## config.mk

```make
export PLATFORM = sky130hd
export DESIGN_NAME = stereo_fade_and_silence_trim
export DESIGN_NICKNAME = d
export VERILOG_FILES = /design/src/sfst_pkg.sv /design/src/sfst_lane.sv /design/src/sfst_merge.sv /design/src/stereo_fade_and_silence_trim.sv
export SDC_FILE = /design/constraint.sdc
export NUM_CORES = 2
export LEC_CHECK = 0
export BUFFER_PORTS_ARGS = -buffer_cell sky130_fd_sc_hd__buf_4
export CAP_MARGIN = 40
export CORE_MARGIN = 2
export CORE_UTILIZATION = 45
export DETAILED_ROUTE_END_ITERATION = 8
export PLACE_DENSITY_LB_ADDON = 0.12
export SLEW_MARGIN = 20
export SYNTH_ARGS = -nofsm -noshare
export SYNTH_HDL_FRONTEND = slang
export SYNTH_HIERARCHICAL = 1
export SYNTH_SLANG_ARGS = --single-unit
```

## constraint.sdc

```tcl
create_clock -name clk -period 20.1 [get_ports clk]
set_input_delay 1.005 -clock clk [delete_from_list [all_inputs] [get_ports clk]]
set_output_delay 1.005 -clock clk [all_outputs]
set_load 0.005 [all_outputs]
```

## src/sfst_pkg.sv

```systemverilog
// Shared constants, types and register codes for the stereo fade and silence trim block.
package sfst_pkg;

  // Field widths
  localparam int CH_W        = 16;
  localparam int CNT_W       = 32;
  localparam int LEN_W       = 24;
  localparam int START_W     = 32;
  localparam int CFG_INDEX_W = 8;
  localparam int CFG_DATA_W  = 32;
  localparam int IN_DATA_W   = 2 * CH_W;
  localparam int OUT_DATA_W  = 2 * CH_W + CNT_W;

  // Default index counter width
  localparam int INDEX_BITS_DEF = 32;

  // Results one item can cause, and the matching queue pointer width
  localparam int QDEPTH = 3;
  localparam int Q_W    = 2;

  // Levels
  localparam logic [CH_W-1:0]   ZERO_LEVEL  = 16'h8000;
  localparam logic [2*CH_W-1:0] SILENT_PAIR = 32'h8000_8000;
  localparam logic [CNT_W-1:0]  CNT_MAX     = 32'hffff_ffff;

  // Register indexes
  localparam logic [CFG_INDEX_W-1:0] REG_FADE_START  = 8'd0;
  localparam logic [CFG_INDEX_W-1:0] REG_FADE_LENGTH = 8'd1;
  localparam logic [CFG_INDEX_W-1:0] REG_PAD_END     = 8'd2;
  localparam logic [CFG_INDEX_W-1:0] REG_PAD_BEGIN   = 8'd3;

  // Register reset values
  localparam logic [START_W-1:0] FADE_START_RST  = 32'd0;
  localparam logic [LEN_W-1:0]   FADE_LENGTH_RST = 24'd39690;
  localparam logic [LEN_W-1:0]   PAD_END_RST     = 24'd4410;
  localparam logic [LEN_W-1:0]   PAD_BEGIN_RST   = 24'd4410;

  // Work handed to each fade lane
  typedef struct packed {
    logic [LEN_W-1:0] k;       // position within the fade
    logic [LEN_W-1:0] remain;  // fade length minus position
    logic [LEN_W-1:0] len;     // fade length
  } fade_cmd_t;

  // Resolved pair handed to the merge stage
  typedef struct packed {
    logic [CH_W-1:0] l;
    logic [CH_W-1:0] r;
    logic            keep;
    logic            last;
  } pair_t;

  // One run result
  typedef struct packed {
    logic [CH_W-1:0]  l;
    logic [CH_W-1:0]  r;
    logic [CNT_W-1:0] cnt;
    logic             last;
  } result_t;

endpackage

```

## src/sfst_lane.sv

```systemverilog
// One fade lane: multiply, offset add and a 16-step restoring divide for one channel.
module sfst_lane
  import sfst_pkg::*;
(
  input  logic            clk,
  input  logic            rst,
  input  logic            start,
  input  fade_cmd_t       cmd,
  input  logic [CH_W-1:0] sample,
  output logic            done,
  output logic [CH_W-1:0] faded
);

  localparam int PROD_W = CH_W + LEN_W;
  localparam int DVD_W  = PROD_W + 2;
  localparam int REM_W  = LEN_W + 1;
  localparam int STEP_W = $clog2(CH_W);

  localparam logic [1:0] PH_IDLE = 2'd0;
  localparam logic [1:0] PH_MUL  = 2'd1;
  localparam logic [1:0] PH_ADD  = 2'd2;
  localparam logic [1:0] PH_DIV  = 2'd3;

  logic [1:0]        phase;
  logic [STEP_W-1:0] step;
  logic [CH_W-1:0]   val;
  fade_cmd_t         job;
  logic [PROD_W-1:0] prod;
  logic [REM_W-1:0]  rem;
  logic [CH_W-1:0]   low;
  logic [REM_W-1:0]  dsr;
  logic [CH_W-1:0]   quo;

  logic [DVD_W-1:0]  num;
  logic [DVD_W-1:0]  dvd;
  logic [REM_W:0]    trial;
  logic [REM_W:0]    trial_sub;
  logic              ge;

  // Dividend 2*(v*(L-k) + 0x8000*k) + L, divisor 2*L
  always_comb begin
    num = {{(DVD_W-PROD_W){1'b0}}, prod}
        + ({{(DVD_W-LEN_W){1'b0}}, job.k} << (CH_W - 1));
    dvd = (num << 1) + {{(DVD_W-LEN_W){1'b0}}, job.len};
  end

  // One quotient bit per cycle
  always_comb begin
    trial     = {rem, low[CH_W-1]};
    ge        = trial >= {1'b0, dsr};
    trial_sub = trial - {1'b0, dsr};
  end

  // Control
  always_ff @(posedge clk) begin
    if (rst) begin
      phase <= PH_IDLE;
      step  <= '0;
      done  <= 1'b0;
    end else begin
      done <= 1'b0;
      case (phase)
        PH_IDLE: begin
          if (start) phase <= PH_MUL;
        end
        PH_MUL: phase <= PH_ADD;
        PH_ADD: begin
          phase <= PH_DIV;
          step  <= '0;
        end
        PH_DIV: begin
          step <= step + 1'b1;
          if (step == STEP_W'(CH_W - 1)) begin
            phase <= PH_IDLE;
            done  <= 1'b1;
          end
        end
        default: phase <= PH_IDLE;
      endcase
    end
  end

  // Datapath
  always_ff @(posedge clk) begin
    if (phase == PH_IDLE && start) begin
      val <= sample;
      job <= cmd;
    end
    if (phase == PH_MUL) prod <= PROD_W'(val) * PROD_W'(job.remain);
    if (phase == PH_ADD) begin
      // quotient fits in CH_W bits, so the upper part is already below the divisor
      rem <= dvd[CH_W +: REM_W];
      low <= dvd[CH_W-1:0];
      dsr <= {job.len, 1'b0};
      quo <= '0;
    end
    if (phase == PH_DIV) begin
      rem <= ge ? trial_sub[REM_W-1:0] : trial[REM_W-1:0];
      low <= {low[CH_W-2:0], 1'b0};
      quo <= {quo[CH_W-2:0], ge};
    end
  end

  assign faded = quo;

endmodule

```

## src/sfst_merge.sv

```systemverilog
// Merge stage: silence tracking, pad and run generation, and the result queue.
module sfst_merge
  import sfst_pkg::*;
(
  input  logic             clk,
  input  logic             rst,
  input  logic             pair_valid,
  output logic             pair_ready,
  input  pair_t            pair,
  input  logic [LEN_W-1:0] pad_begin,
  input  logic [LEN_W-1:0] pad_end,
  output logic             out_valid,
  input  logic             out_ready,
  output result_t          out_res
);

  logic            started;
  logic [CNT_W-1:0] pending;
  result_t         q_ent [QDEPTH];
  logic [Q_W-1:0]  q_count;
  logic [Q_W-1:0]  q_rd;

  logic            silent;
  logic            sound;
  logic            begin_pad;
  logic            inner_run;
  result_t         ent [QDEPTH];
  logic [Q_W-1:0]  n;
  logic            started_next;
  logic [CNT_W-1:0] pending_next;
  logic            take;

  assign take       = pair_valid && pair_ready;
  assign pair_ready = (q_count == '0);

  // Build the results of one pair in order
  always_comb begin
    silent    = ({pair.l, pair.r} == SILENT_PAIR);
    sound     = pair.keep && !silent;
    begin_pad = !started && (sound || pair.last);
    inner_run = sound && started && (pending != '0);
    n         = '0;
    for (int i = 0; i < QDEPTH; i++) begin
      ent[i] = '{l: ZERO_LEVEL, r: ZERO_LEVEL, cnt: '0, last: 1'b0};
    end
    if (begin_pad) begin
      ent[n] = '{l: ZERO_LEVEL, r: ZERO_LEVEL,
                 cnt: {{(CNT_W-LEN_W){1'b0}}, pad_begin}, last: 1'b0};
      n = n + 1'b1;
    end
    if (inner_run) begin
      ent[n] = '{l: ZERO_LEVEL, r: ZERO_LEVEL, cnt: pending, last: 1'b0};
      n = n + 1'b1;
    end
    if (sound) begin
      ent[n] = '{l: pair.l, r: pair.r, cnt: CNT_W'(1), last: 1'b0};
      n = n + 1'b1;
    end
    if (pair.last) begin
      ent[n] = '{l: ZERO_LEVEL, r: ZERO_LEVEL,
                 cnt: {{(CNT_W-LEN_W){1'b0}}, pad_end}, last: 1'b1};
      n = n + 1'b1;
    end
  end

  // Stream state; cleared at the end of every clip
  always_comb begin
    started_next = started;
    pending_next = pending;
    if (pair.last) begin
      started_next = 1'b0;
      pending_next = '0;
    end else if (sound) begin
      started_next = 1'b1;
      pending_next = '0;
    end else if (pair.keep && started && pending != CNT_MAX) begin
      pending_next = pending + 1'b1;
    end
  end

  always_ff @(posedge clk) begin
    if (rst) begin
      started <= 1'b0;
      pending <= '0;
    end else if (take) begin
      started <= started_next;
      pending <= pending_next;
    end
  end

  // Result queue: filled when empty, drained one request at a time
  always_ff @(posedge clk) begin
    if (rst) begin
      q_count <= '0;
      q_rd    <= '0;
    end else if (take) begin
      q_count <= n;
      q_rd    <= '0;
    end else if (out_valid && out_ready) begin
      if (q_rd + 1'b1 == q_count) begin
        q_count <= '0;
        q_rd    <= '0;
      end else begin
        q_rd <= q_rd + 1'b1;
      end
    end
  end

  always_ff @(posedge clk) begin
    if (take) begin
      for (int i = 0; i < QDEPTH; i++) q_ent[i] <= ent[i];
    end
  end

  assign out_valid = (q_count != '0);
  assign out_res   = q_ent[q_rd];

endmodule

```

## src/stereo_fade_and_silence_trim.sv

```systemverilog
// Top level: configuration registers, fade window decision, two fade lanes and the merge stage.
//
// Input stream (s_*): one stereo pair per request, left in s_tdata[15:0],
// right in s_tdata[31:16], s_tlast on the final pair of a clip.
// Output stream (m_*): one run per request: left, right, repeat count in
// m_tdata, m_tlast on the end pad that closes the clip.
// Config channel (cfg_*): register index and data, always ready; write only
// while the block is idle. Indexes above 3 are ignored.
// A pair outside the fade window reaches the merge stage the cycle after it
// is taken, and its results are offered from the registered result queue. A
// faded pair goes through both lanes in parallel: a multiply, an add and the
// 16-step divide in each lane, after which the faded pair enters the merge
// stage. The next pair is accepted as soon as the merge stage has taken the
// previous one. The merge stage takes a pair only once every result of the
// pair before it has drained.
// If the receiver stalls, the queue holds its results and the next resolved
// pair waits in the merge stage; s_tready stays low until it moves on.
// Synchronous reset restores the register defaults, clears the sample index,
// the silence state and the result queue.
module stereo_fade_and_silence_trim
  import sfst_pkg::*;
#(
  parameter int INDEX_BITS = INDEX_BITS_DEF
) (
  input  logic                   clk,
  input  logic                   rst,
  input  logic                   s_tvalid,
  output logic                   s_tready,
  input  logic [IN_DATA_W-1:0]   s_tdata,   // left_sample, right_sample
  input  logic                   s_tlast,   // last_in
  output logic                   m_tvalid,
  input  logic                   m_tready,
  output logic [OUT_DATA_W-1:0]  m_tdata,   // left_out, right_out, repeat_count
  output logic                   m_tlast,   // last_out
  input  logic                   cfg_valid,
  output logic                   cfg_ready,
  input  logic [CFG_INDEX_W-1:0] cfg_index,
  input  logic [CFG_DATA_W-1:0]  cfg_data
);

  localparam int CMP_W = (INDEX_BITS > START_W) ? INDEX_BITS : START_W;

  localparam logic [1:0] ST_IDLE  = 2'd0;
  localparam logic [1:0] ST_FADE  = 2'd1;
  localparam logic [1:0] ST_MERGE = 2'd2;

  localparam logic [INDEX_BITS-1:0] INDEX_MAX = '1;

  logic [START_W-1:0]    fade_start;
  logic [LEN_W-1:0]      fade_length;
  logic [LEN_W-1:0]      pad_end_length;
  logic [LEN_W-1:0]      pad_begin_length;
  logic [1:0]            state;
  logic [INDEX_BITS-1:0] sample_index;
  pair_t                 pair;

  logic                  accept;
  logic [CMP_W-1:0]      idx_ext;
  logic [CMP_W-1:0]      start_ext;
  logic [CMP_W-1:0]      k_wide;
  logic                  active;
  logic                  in_window;
  logic                  keep_now;
  logic                  fade_now;
  fade_cmd_t             cmd;
  logic                  lane_start;
  logic                  done_l;
  logic                  done_r;
  logic [CH_W-1:0]       faded_l;
  logic [CH_W-1:0]       faded_r;
  logic                  pair_ready;
  result_t               out_res;

  assign cfg_ready = 1'b1;
  assign s_tready  = (state == ST_IDLE);
  assign accept    = s_tvalid && s_tready;

  // Configuration registers
  always_ff @(posedge clk) begin
    if (rst) begin
      fade_start       <= FADE_START_RST;
      fade_length      <= FADE_LENGTH_RST;
      pad_end_length   <= PAD_END_RST;
      pad_begin_length <= PAD_BEGIN_RST;
    end else if (cfg_valid && cfg_ready) begin
      case (cfg_index)
        REG_FADE_START:  fade_start       <= cfg_data[START_W-1:0];
        REG_FADE_LENGTH: fade_length      <= cfg_data[LEN_W-1:0];
        REG_PAD_END:     pad_end_length   <= cfg_data[LEN_W-1:0];
        REG_PAD_BEGIN:   pad_begin_length <= cfg_data[LEN_W-1:0];
        default: ;
      endcase
    end
  end

  // Fade window: fade inside, drop beyond, pass before; a fade start of zero passes every pair
  always_comb begin
    idx_ext    = CMP_W'(sample_index);
    start_ext  = CMP_W'(fade_start);
    k_wide     = idx_ext - start_ext;
    active     = (fade_start != '0) && (idx_ext >= start_ext);
    in_window  = k_wide < CMP_W'(fade_length);
    keep_now   = !active || in_window;
    fade_now   = active && in_window;
    cmd.k      = k_wide[LEN_W-1:0];
    cmd.remain = fade_length - k_wide[LEN_W-1:0];
    cmd.len    = fade_length;
    lane_start = accept && fade_now;
  end

  // Sample index, saturating, cleared after the last pair
  always_ff @(posedge clk) begin
    if (rst) begin
      sample_index <= '0;
    end else if (accept) begin
      if (s_tlast) sample_index <= '0;
      else if (sample_index != INDEX_MAX) sample_index <= sample_index + 1'b1;
    end
  end

  // Sequencer
  always_ff @(posedge clk) begin
    if (rst) begin
      state <= ST_IDLE;
    end else begin
      case (state)
        ST_IDLE: begin
          if (accept) state <= fade_now ? ST_FADE : ST_MERGE;
        end
        ST_FADE: begin
          if (done_l) state <= ST_MERGE;
        end
        ST_MERGE: begin
          if (pair_ready) state <= ST_IDLE;
        end
        default: state <= ST_IDLE;
      endcase
    end
  end

  // Pair register
  always_ff @(posedge clk) begin
    if (accept) begin
      pair.l    <= s_tdata[CH_W-1:0];
      pair.r    <= s_tdata[2*CH_W-1:CH_W];
      pair.keep <= keep_now;
      pair.last <= s_tlast;
    end else if (state == ST_FADE && done_l) begin
      pair.l <= faded_l;
      pair.r <= faded_r;
    end
  end

  sfst_lane u_lane_l (
    .clk    (clk),
    .rst    (rst),
    .start  (lane_start),
    .cmd    (cmd),
    .sample (s_tdata[CH_W-1:0]),
    .done   (done_l),
    .faded  (faded_l)
  );

  sfst_lane u_lane_r (
    .clk    (clk),
    .rst    (rst),
    .start  (lane_start),
    .cmd    (cmd),
    .sample (s_tdata[2*CH_W-1:CH_W]),
    .done   (done_r),
    .faded  (faded_r)
  );

  sfst_merge u_merge (
    .clk        (clk),
    .rst        (rst),
    .pair_valid (state == ST_MERGE && !done_r),
    .pair_ready (pair_ready),
    .pair       (pair),
    .pad_begin  (pad_begin_length),
    .pad_end    (pad_end_length),
    .out_valid  (m_tvalid),
    .out_ready  (m_tready),
    .out_res    (out_res)
  );

  assign m_tdata = {out_res.cnt, out_res.r, out_res.l};
  assign m_tlast = out_res.last;

endmodule

```

* Yosys cells after proc, flatten, opt, wreduce, memory -nomap -nowiden
Memory sizes are Yosys's and may differ from the RTL's. A register that Yosys moved wholly into a read port is not among the register bits. Index checks and enable logic that the tools add are counted.
Storage, ports and cells: bits in latches 0, memories 1, bits of input ports 78, bits in read-only memories 0, register bits 641, word-level logic and storage cells 215, memory bits (writable) 195, output and inout port bits 68
Memory list:
- u_merge.q_ent | depth 3, width 65, read ports 1, clocked after Yosys merged registers in 1, wr ports 3, line sfst_merge.sv:19 | result_t q_ent [QDEPTH];
Operators by class: equality and inequality tests 24, multiply operators 2, multiplexer cells 62, shift-type cells 0, div/mod/pow operators 0, add/sub/neg operators 16, magnitude comparators 10, reductions and logical operators 55, bitwise logic cells 5
Operator list (count):
- 195-bit bitwise mux | 3
- 195-bit two-way mux | 3
- 65-bit demux with 2-bit select | 3
- 32-bit two-way mux | 7
- 65-bit two-way mux | 3
- 25-bit two-way mux | 7
- 16-bit two-way mux | 8
- 41-bit by 24-bit adder with 41-bit output | 2
- 40-bit by 39-bit adder with 40-bit output | 2
- 16-bit by 24-bit multiplier with 40-bit output | 2
- 32-bit by 1-bit adder with 32-bit output, second input constant | 2
- 32-bit inequality test, second input constant | 2
- 32-bit nonzero test | 2
- 26-bit by 25-bit greater-or-equal comparator with 1-bit output | 2
- 25-bit subtractor | 2
- 32-bit == test, second input constant | 1
- 32-bit greater-or-equal comparator | 1
- 32-bit by 24-bit < comparator with 1-bit output | 1
- 2-bit two-way mux | 16
- 32-bit subtractor | 1
- 24-bit subtractor | 1
- 2-bit AND reduction | 10
- 1-bit logical AND | 19
- 8-bit by 2-bit == test with 1-bit output, second input constant | 2
- 27 further kinds | 72

* Logic depth before layout (Yosys ltp)
depth after elaboration 17, gate-level depth with buffers 27, depth with buffers taken out 27

* Modules after synthesis
The synthesis kept the hierarchy.
Modules (own cells, without submodules):
- sfst_lane (u_lane_r) | area an instance 23742.8 µm², times used 1, cells an instance 2348
- sfst_lane (u_lane_l) | area an instance 23605.1 µm², times used 1, cells an instance 2345
- sfst_merge | area an instance 10789.1 µm², times used 1, cells an instance 928
- stereo_fade_and_silence_trim | area an instance 10518.8 µm², times used 1, cells an instance 1369

* Worst setup path after synthesis
No wires, ideal clock.
path type reg2reg, start reg u_lane_l/job[32] (netlist name), end reg u_lane_l.prod[38], data pin, slack 13.565 ns, arrival 6.277 ns, library setup time 0.258 ns, buffers on the path 1, stages on the path, launching flop included 24, cells stage by stage edfxtp_1 -> clkbuf_1 -> nand2_1 -> fa_1 -> inv_1 -> fa_1 -> inv_1 -> fa_1 -> inv_1 -> fa_1 -> fa_1 -> inv_1 -> fa_1 -> inv_1 -> ha_1 -> and2_1 -> nand3_1 -> nor4_1 -> o31ai_4 -> nor4_1 -> o311a_1 -> a221o_1 -> a21oi_1 -> xnor2_1
Between the ends: word-level cells in the longest chain between the ends 1
RTL lines:
- from (decl) | line sfst_lane.sv:27 | fade_cmd_t job;
- from (signal assigned) | line sfst_lane.sv:87 | job <= cmd;
- 16-bit by 24-bit multiplier with 40-bit output | line sfst_lane.sv:89 | if (phase == PH_MUL) prod <= PROD_W'(val) * PROD_W'(job.remain);
- to (signal assigned) | line sfst_lane.sv:89
- to (decl) | line sfst_lane.sv:28 | logic [PROD_W-1:0] prod;
Every way passes these cells. A chain may end at the register's enable or synchronous reset.

* Worst setup path in the final report
Same ends and word-level chain as after synthesis.

==> results <==
- Of the cells placed in the final design, the portion with a size suffix greater than 1 is under 10%.
- Setup repair after global routing left no endpoint under its margin.
- The pre-CTS setup slack is about 13 ns.
- The post-detailed-routing wire length is 203 mm.
- After detailed routing, the average wire length per cell comes to 22.1 µm.
- In this run the worst path has a maximum fanout of 16.
- The summed negative setup slack over all endpoints is 0 ns.
- The wire-length estimate of the detail-placed layout is around 160 mm.
- Synthesis produced about 7000 cells.
- The number of failing setup endpoints in the final timing report is 0.
- The H-tree level count is 3.
- The number of enable flip-flop cells after synthesis is 637.
- The clock transition time at the flip-flop clock pins of the worst setup and hold paths is ~0.060 ns.
- The number of global-route vias before repair is about 50000.
- The initial utilization of the core area, before any placement, comes to around 45%.
- The clock sink count is a little over 800.
- The first-pass GRT wire length is between 300 and 400 mm.
- The port buffer count is around 140.
- The final core area utilization is about 50%.
- The number of gates resized after CTS was 0.
- The final clock skew is roughly 0.078 ns.
- The detailed router's first-iteration violation count is ~4300.
- The longest clock path from root to sink contains 3 buffers.
- The core region area is between 0.15 and 0.2 mm².
- The most used flip-flop cell after synthesis is edfxtp_1.
- The critical path goes through nand2_1 > fa_1 > inv_1 > fa_1 > inv_1 > fa_1 > inv_1 > fa_1 > fa_1 > inv_1 > fa_1 > inv_1 > ha_1 > and2_1 > nand3_1 > nor4_1 > o31ai_4 > nor4_1 > o311a_1 > a221o_1 > a21oi_1 > xnor2_1.
- The overflow left after global routing is 0.
- In this run the post-CTS setup repair buffer count came out at 0.
- For the worst-skew pair, the clock arrives at the later sink with an insertion delay of approximately 0.73 ns.
- The post-route non-filler standard cell count is 9195.
- The most frequent cell after synthesis is nand2_1.
- The Yosys warning count is 6.
- The count of standard-cell rows is between 100 and 150.
- The worst endpoint required time is slightly above 20 ns.
- The routability congestion estimate is between 0.9 and 1.
- The post-route clock period utilization is 36.7%.
- From bottom edge to top edge, the die measures 395 µm.
- TritonCTS built the clock tree.
- The worst-case IR drop observed on VDD is a little under 0.07 mV.
- Global routing used 25.9% of the available tracks across all layers.
- For this design the ratio of total power to cell area is 80.3 mW/mm².
- Grouping stages by cell kind, the critical path spends the most delay in adder cells.
- The sequential element share of the synthesized area is about a third.
- The share of synthesized flip-flops with an asynchronous set or reset is 0%.
- The root buffer cell is clkbuf_16.
- The dominant cell type by count on the critical path is fa_1.
- The count of unique library cells instantiated by Yosys is roughly 120.
- The largest net degree at the start of global routing is just over 90.
- The netlist area before placement is between 0.06 and 0.07 mm².
- The net total in the final layout is just over 8000.
- The synthesized area divided by synthesized cell count is approximately 10 µm².
- The critical path is of the register to register type.
- In this run the remaining antenna-violating nets after routing total 0.
- Static timing analysis puts the maximum clock frequency at between 100 and 150 MHz.
- Across the run, the number of max-cap violations was 0.
- Sorting the synthesized cells by how often they occur yields nand2_1, inv_1, edfxtp_1, fa_1, and2_1.
- In the routed design, unresolved DRC markers number 0.
- The area share of the largest cell type after synthesis is 27.9%.
- Before antenna repair, the detailed router went through 5 iterations.
- The average vias per placed instance is 5.54.
- The worst setup path is captured at a register.
- Overall power consumption after layout is estimated at 6.09 mW.
- The horizontal die dimension is slightly below 400 µm.
- The detailed router placed slightly above 50000 vias in this run.
- The actual transition at the worst max-transition pin is slightly below 0.9 ns.
- edfxtp_1 takes more of the synthesized area than any other cell.
- After clock tree synthesis, the flow added hold-fix buffers numbering 0.
- The layout filler cell count is ~14000.
- In this run the worst hold path is classified as register to register.
- In this run, CTS created clock tree buffers numbering 91.
- The total count of hold-check failures in the final report came to 0.
- The flow ran to the end, and the final reports show no timing, DRC or antenna violations.
- In the post-route analysis, the smallest setup slack over all paths is around 13 ns.
- Ranked by total cell area, the synthesized netlist is headed by edfxtp_1, fa_1, ha_1, dfxtp_1, nand2_1.
- The delay of the slowest critical-path stage is ~0.8 ns.
- The worst setup path is launched from a register.
- The growth of design area from synthesis to finish is 10.5%.
- The headroom to the max-slew limit is a little over two fifths.
- For the worst setup path, the data arrival time is 7.82 ns.
- The count of final max-slew check failures is 0.
- The leakage power figure is approximately 32 nW.
- The slowest stage of the critical path is the edfxtp_1 cell.
- The buffer and inverter count on the worst path is 5.
- ~150 I/O pins were placed.
- The synthesized flop and latch total is 830.
- The die covers between 0.15 and 0.2 mm².
- The number of placed cells counting well taps is 9009.
- The clock period minus worst slack is approximately 7.4 ns.
- The number of antenna violations at the first check in global routing is 8.
[layer usage]
layer | part of all wire [%] | vias to the layer above | global-route usage, %
met5 | 0.012 | - | 0
met4 | 3.0 | 4 | 8.01
met3 | 5.9 | 262 | 3.46
met2 | 47 | 1451 | 42.1
met1 | 44 | 25516 | 36.1
li1 | - | 23718 | -
[worst paths after layout]
path                                 endpoint  slack (ns)  cells past startpoint                              from
min          pad_begin_length[0]$_SDFFE_PP0P_        0.45                      2  pad_begin_length[0]$_SDFFE_PP0P_
max reg2reg       u_lane_l/prod[38]$_DFFE_PN_       12.72                     22        u_lane_l/job[32]$_DFFE_PP_
max               u_lane_l/prod[38]$_DFFE_PN_       12.72                     22        u_lane_l/job[32]$_DFFE_PP_
min reg2reg  pad_begin_length[0]$_SDFFE_PP0P_        0.45                      2  pad_begin_length[0]$_SDFFE_PP0P_
[placed cells by master, fill, tap and decap left out, drive strengths merged, types with 21 or more instances in the layout]
master and count:
nand2 1000, inv 888, edfxtp 637, fa 620, and2 515, ha 464, a21oi 370, buf 271
o21ai 254, nor2 248, dfxtp 193, xnor2 164, clkbuf 124, a21o 123, mux2i 102, xor2 101
nand3 94, and3 84, nand4 67, nor3 62, or3 48, o21a 45, nor4 44, a211oi 39
o211ai 37, a31oi 36, nor2b 35, nand2b 33, a221o 32, o31ai 30, o21bai 28, a22o 28
clkinv 28, nand3b 26, or2 26, and4 21
[power breakdown]
group | internal, mW | switching, mW | total, mW | leakage (nW)
Combinational | 0.877 | 1.33 | 2.21 | 23.3
Clock | 0.987 | 0.762 | 1.75 | 1.48
Sequential | 2.07 | 0.0657 | 2.14 | 7.47
[worst reg2reg max path, delay by kind of cell (launching register included)]
kind / cells / cell delay [ns]
fa+ha+maj: 7 / 3.44
simple gates: 5 / 1.65
compound gates: 4 / 0.86
flops: 1 / 0.78
buf+inv: 5 / 0.25
xor+xnor: 1 / 0.13
[area by class of cell]
| class | count | area (µm²) | share of cell area, % |
|---|---|---|---|
| antenna | 4 | 10.0 | 0.0132 |
| clock buffer | 123 | 2490 | 3.28 |
| clock inverter | 47 | 624 | 0.823 |
| inverter | 888 | 3340 | 4.40 |
| multi-input combinational | 5000 | 41300 | 54.5 |
| sequential | 830 | 23000 | 30.3 |
| tap | 2030 | 2540 | 3.35 |
| timing repair buffer | 273 | 2530 | 3.34 |
[sequential cells by signal, indices dropped and copies added (netlist names), 24 cells and up, named ones only]
name	count
u_lane_r/job	72
u_lane_l/dsr	24
idx_ext	32
u_lane_r/dsr	24
u_merge/q_ent	187
pad_begin_length	24
u_merge/pending	32
fade_start	32
pair	34
u_lane_r/rem	25
u_lane_r/prod	40
pad_end_length	24
u_lane_l/rem	25
fade_length	24
u_lane_l/job	72
u_lane_l/prod	40
[stage by stage]
step	instance area (µm²)	hold slack (ns)
floorplan	68700	0.426
global placement	71800	0.442
detailed placement	72500	0.446
CTS	75700	0.455
global route	75800	0.466
finish	75900	0.453
[logic make-up after synthesis]
group | after synthesis | share of synthesized area (%)
simple gates | 2355 | 17.2
compound gates | 1175 | 11.2
buf+inv | 1167 | 6.50
fa+ha+maj | 1084 | 26.5
flops | 830 | 33.5
xor+xnor | 265 | 3.39
mux | 112 | 1.65
other cells | 2 | 0.0109
(Power assumes the default switching activity.)
